**config.mk**
```make
export PLATFORM = sky130hd
export DESIGN_NAME = rlg_cell
export DESIGN_NICKNAME = d
export VERILOG_FILES = /design/src/sv/rlg_pkg.sv /design/src/sv/rlg_cell.sv
export SDC_FILE = /design/constraint.sdc
export NUM_CORES = 1
export LEC_CHECK = 0
export BUFFER_PORTS_ARGS = -buffer_cell sky130_fd_sc_hd__buf_2
export CORE_MARGIN = 8
export CORE_UTILIZATION = 40
export CTS_BUF_LIST = sky130_fd_sc_hd__clkbuf_16
export DETAILED_ROUTE_END_ITERATION = 8
export PLACE_DENSITY_LB_ADDON = 0.3
export SLEW_MARGIN = 15
export SYNTH_ARGS = -nofsm -noshare
export SYNTH_HDL_FRONTEND = slang
export SYNTH_SLANG_ARGS = --single-unit
```
**constraint.sdc**
```tcl
create_clock -name clk_i -period 6 [get_ports clk_i]
set_input_delay 1.2 -clock clk_i [delete_from_list [all_inputs] [get_ports clk_i]]
set_output_delay 1.2 -clock clk_i [all_outputs]
set_load 0.05 [all_outputs]
```
**src/sv/rlg_pkg.sv**
```systemverilog
// Package: shared types, constants and helpers of the letterbox geometry unit.
`default_nettype none
package rlg_pkg;

  // Dimension limits and datapath widths
  localparam int unsigned MAX_DIM = 16384;
  localparam int unsigned DIM_W   = 15;
  localparam int unsigned PAD_W   = 14;
  localparam int unsigned ALN_W   = 9;
  localparam int unsigned NUM_W   = 30;            // dividend bits, one cell per bit
  localparam int unsigned DEN_W   = 16;            // divisor bits
  localparam int unsigned REM_W   = DEN_W + 1;
  localparam int unsigned N_LANES = 3;
  localparam int unsigned N_CELLS = NUM_W;

  // Divider lanes
  localparam int unsigned LANE_SCALE = 0;          // keep-ratio scaled side
  localparam int unsigned LANE_ALN_W = 1;          // width rounded up to multiple
  localparam int unsigned LANE_ALN_H = 2;          // height rounded up to multiple

  // Resize modes
  localparam logic [2:0] MODE_LETTERBOX  = 3'd0;
  localparam logic [2:0] MODE_PAD_CENTER = 3'd1;
  localparam logic [2:0] MODE_PAD_ZERO   = 3'd2;
  localparam logic [2:0] MODE_CROP       = 3'd3;
  localparam logic [2:0] MODE_DIRECT     = 3'd4;
  localparam logic [2:0] MODE_ALIGN      = 3'd5;
  localparam logic [2:0] MODE_NONE       = 3'd6;
  localparam logic [2:0] MODE_PAD_MULT   = 3'd7;

  // Register indexes
  localparam logic [2:0] REG_MODE     = 3'd0;
  localparam logic [2:0] REG_NET_W    = 3'd1;
  localparam logic [2:0] REG_NET_H    = 3'd2;
  localparam logic [2:0] REG_ALIGN    = 3'd3;
  localparam logic [2:0] REG_PRE_W    = 3'd4;
  localparam logic [2:0] REG_PRE_H    = 3'd5;

  typedef struct packed {
    logic [NUM_W-1:0] num;   // dividend bits shift out, quotient bits shift in
    logic [DEN_W-1:0] den;
    logic [REM_W-1:0] rem;
  } lane_t;

  typedef struct packed {
    logic [DIM_W-1:0] sw;
    logic [DIM_W-1:0] sh;
    logic             hsel;  // height ratio is the smaller one or ties
    lane_t [N_LANES-1:0] lane;
  } stage_t;

  // Clamp a size to [1, MAX_DIM]
  function automatic logic [DIM_W-1:0] clamp_dim(input logic [DIM_W-1:0] v);
    logic [DIM_W-1:0] r;
    r = v;
    if (v == '0) r = DIM_W'(1);
    else if (v > DIM_W'(MAX_DIM)) r = DIM_W'(MAX_DIM);
    return r;
  endfunction

  // Clamp an optional size to at most MAX_DIM
  function automatic logic [DIM_W-1:0] clamp_opt(input logic [DIM_W-1:0] v);
    logic [DIM_W-1:0] r;
    r = v;
    if (v > DIM_W'(MAX_DIM)) r = DIM_W'(MAX_DIM);
    return r;
  endfunction

endpackage
`default_nettype wire

```
**src/sv/rlg_cell.sv**
```systemverilog
// Cell: one restoring-division step on every lane, with its own valid and handshake.
`default_nettype none
module rlg_cell (
  input  wire logic            clk_i,
  input  wire logic            rst_ni,
  input  wire logic            valid_i,
  output logic                 ready_o,
  input  wire rlg_pkg::stage_t stage_i,
  output logic                 valid_o,
  input  wire logic            ready_i,
  output rlg_pkg::stage_t      stage_o
);

  logic            valid_q;
  rlg_pkg::stage_t stage_q, stage_d;

  // Take a word when empty or when the neighbor takes ours
  assign ready_o = !valid_q || ready_i;

  // Shift in one dividend bit, subtract when it fits
  always_comb begin
    logic [rlg_pkg::REM_W-1:0] rem_sh;
    logic                      fits;
    stage_d = stage_i;
    for (int l = 0; l < rlg_pkg::N_LANES; l++) begin
      rem_sh = {stage_i.lane[l].rem[rlg_pkg::DEN_W-1:0],
                stage_i.lane[l].num[rlg_pkg::NUM_W-1]};
      fits   = rem_sh >= {1'b0, stage_i.lane[l].den};
      stage_d.lane[l].rem = fits ? rem_sh - {1'b0, stage_i.lane[l].den} : rem_sh;
      stage_d.lane[l].num = {stage_i.lane[l].num[rlg_pkg::NUM_W-2:0], fits};
    end
  end

  always_ff @(posedge clk_i or negedge rst_ni) begin
    if (!rst_ni) begin
      valid_q <= 1'b0;
    end else if (ready_o) begin
      valid_q <= valid_i;
    end
  end

  always_ff @(posedge clk_i) begin
    if (ready_o && valid_i) begin
      stage_q <= stage_d;
    end
  end

  assign valid_o = valid_q;
  assign stage_o = stage_q;

endmodule
`default_nettype wire

```
==> impl_metrics.tcl <==
set metrics [dict create \
    dr.pass1.iters 5 \
    die_w_um 175.2 \
    rrSetupSlack_ns 3.72 \
    pwr_density_cell_mw_per_mm2 315.4 \
    yosys_most_used_dff "edfxtp_1" \
    cp_slowest_cell "a21oi_2" \
    r2r-start "valid_o" \
    slew_viol_final 0 \
    grt_max_degree 100 \
    worstPathCellList "buf_2, inv_1, ha_1, nand3_1, o21bai_1, a211oi_1, nor2_1, a21oi_2, mux2_1" \
    syn_nets 986 \
    insertion_delay_ns 0.52 \
    setup_viol 0 \
    synth-edff-count 220 \
    syn_area_mm2 0.01013 \
    dieArea_mm2 0.03068 \
    max_slew_margin_pct 30.76 \
    worstSetupPathType "in -> reg" \
    place_ws_ns 2.005 \
    cap_violations 0 \
    grt.overflow.total 0 \
    worst_pin_slew_ns 1.039 \
    path_delay_family "compound AO/OA/AOI/OAI gates" \
    r2r_end "stage_o[98]" \
    setup_tns_ns 0 \
    path_clk_slew_ns 0.06 \
    ys_ff_latch 221 \
    endpoint "stage_o[129]" \
    vias_per_cell 5.003 \
    num_rows 58 \
    fp.dieH_um 175.2 \
    worstPathRequired_ns 6.26 \
    rr_worst_depth 3 \
    final_layout_size_suffix_gt1_share_pct 41.50 \
    power.leakage_nw 5.967 \
    drt-total-wl_um 30360 \
    ys_types 59 \
    ir_drop_uv 244.7 \
    cts.sinks 221 \
    wl_per_cell_um 20.07 \
    synth.avg_cell_area_um2 14.25 \
    grt_usage_pct 18.63 \
    cp-end-kind "flop" \
    coreArea_mm2 0.02504 \
    hold_viol_final 0 \
    antenna_found_initial 2 \
    finalClockSkew_ns 0.007924 \
    setup_slack_ns 2.586 \
    drt_iter0_drc 462 \
    synth_common_cells "edfxtp_1 (220), inv_1 (61), ha_1 (48)" \
    synth-async-reset-ratio_pct 0.4525 \
    io_buffer_count 442 \
    area_delta_synth_final_pct 32.89 \
    htree_levels 1 \
    gp_congestion 0.9072 \
    dp_hpwl_um 24170 \
    synthCells 711 \
    whs_ns 0.4479 \
    ys_seq_area_share_pct 65.45 \
    grt_pass1_wl_um 44750 \
    finalCritPeriodShare_pct 56.90 \
    ctsResizeCount 0 \
    cp_num_buf_inv 2 \
    initial_utilization_pct 40.47 \
    post-cts-setup-buffers 0 \
    drc 0 \
    post_dp_cell_area_mm2 0.01272 \
    n_antenna_cell 0 \
    ctsHoldBuffers 0 \
    slowest_delay_ns 0.83 \
    worstPathArrival_ns 3.68 \
    num-nets-final 1443 \
    max_freq_mhz 292.9 \
    synth_top_area_share_pct 65.20 \
    clk_path_buf_depth 3 \
    ant_nets 0 \
    cts_buffers 24 \
    cp.depth 9 \
    final_area_mm2 0.01346 \
    synth_most_common_cell "edfxtp_1" \
    cts_tree "built" \
    yosys_warnings 0 \
    outcome "finished, final reports clean" \
    io_pins 446 \
    yosys.area.top_type "edfxtp_1" \
    first_global_vias 7578 \
    crit_path_start "stage_i[146]" \
    startpoint_type "input port" \
    cp_max_fo 17 \
    rsz0062_at_grt "false" \
    root_buffer "clkbuf_16" \
    yosys-top-cells-area "edfxtp_1 (65%), ha_1 (5.9%), mux2_1 (4.0%)" \
    via_count 7569 \
    hold_path_class "in -> async" \
    layout_min_cycle_time_ns 3.414 \
]
[stage by stage]
| stage | power, mW | instances | utilization [%] |
|---|---|---|---|
| floorplan | 2.605 | 711 | - |
| global placement | 2.856 | 1472 | 50.80 |
| detailed placement | 2.871 | 1472 | 50.80 |
| CTS | 4.303 | 1513 | 53.78 |
| global route | 4.428 | 1513 | 53.78 |
| finish | 4.246 | 1513 | 53.78 |
[area by class of cell]
class | instances | area (um2)
clock buffers | 24 | 600.6
clock inverters | 17 | 143.9
fillers | 2168 | 11570
inverters | 61 | 229.0
multi-input cells | 415 | 3199
flip-flops and latches | 221 | 6631
well taps | 330 | 412.9
repair buffers | 445 | 2247
[state kept, by name, summed over array words and instances (netlist names)]
register	count
valid_o	1
stage_o	220
[where the power goes]
group	switching [mW]	internal, mW
Clock	0.598	0.813
Combinational	0.684	0.289
Sequential	0.0235	1.84
Total	1.31	2.94
[metal layers]
layer,vias to the layer above,GRT usage (%),wire length [um]
li1,3622,-,-
met1,3583,21.33,11150
met2,322,32.82,15380
met3,38,6.799,3349
met4,4,3.956,464
met5,-,0,18
[cell families after synthesis]
group	after synthesis	synth area share, %
xor gates and xnor gates	29	2.507
adders and majority gates	51	6.520
AOI/OAI and AO/OA	151	10.73
muxes	48	5.211
buffers and inverters	75	3.001
and+or+nand+nor	136	6.582
DFF	221	65.45
[cell usage in the layout (no fill, tap or decap), types with 15 or more instances in the layout]
cell	count
a21o_1	23
a21oi_1	36
buf_2	442
clkbuf_16	24
edfxtp_1	220
ha_1	48
inv_1	67
mux2_1	36
nand2_1	26
nand3_1	15
nor2_1	38
o21ai_0	15
xnor2_1	20
[worst min-delay path by stage]
stage          cells past startpoint      end  slack [ns]
3_5_place_dp                       2  valid_o        0.55
5_1_grt                            1  valid_o        0.42
4_1_cts                            1  valid_o        0.42
3_3_place_gp                       2  valid_o        0.53
2_1_floorplan                      0  valid_o        0.90
6_report                           1  valid_o        0.45
Note: power is estimated with default switching activity, not from simulation.
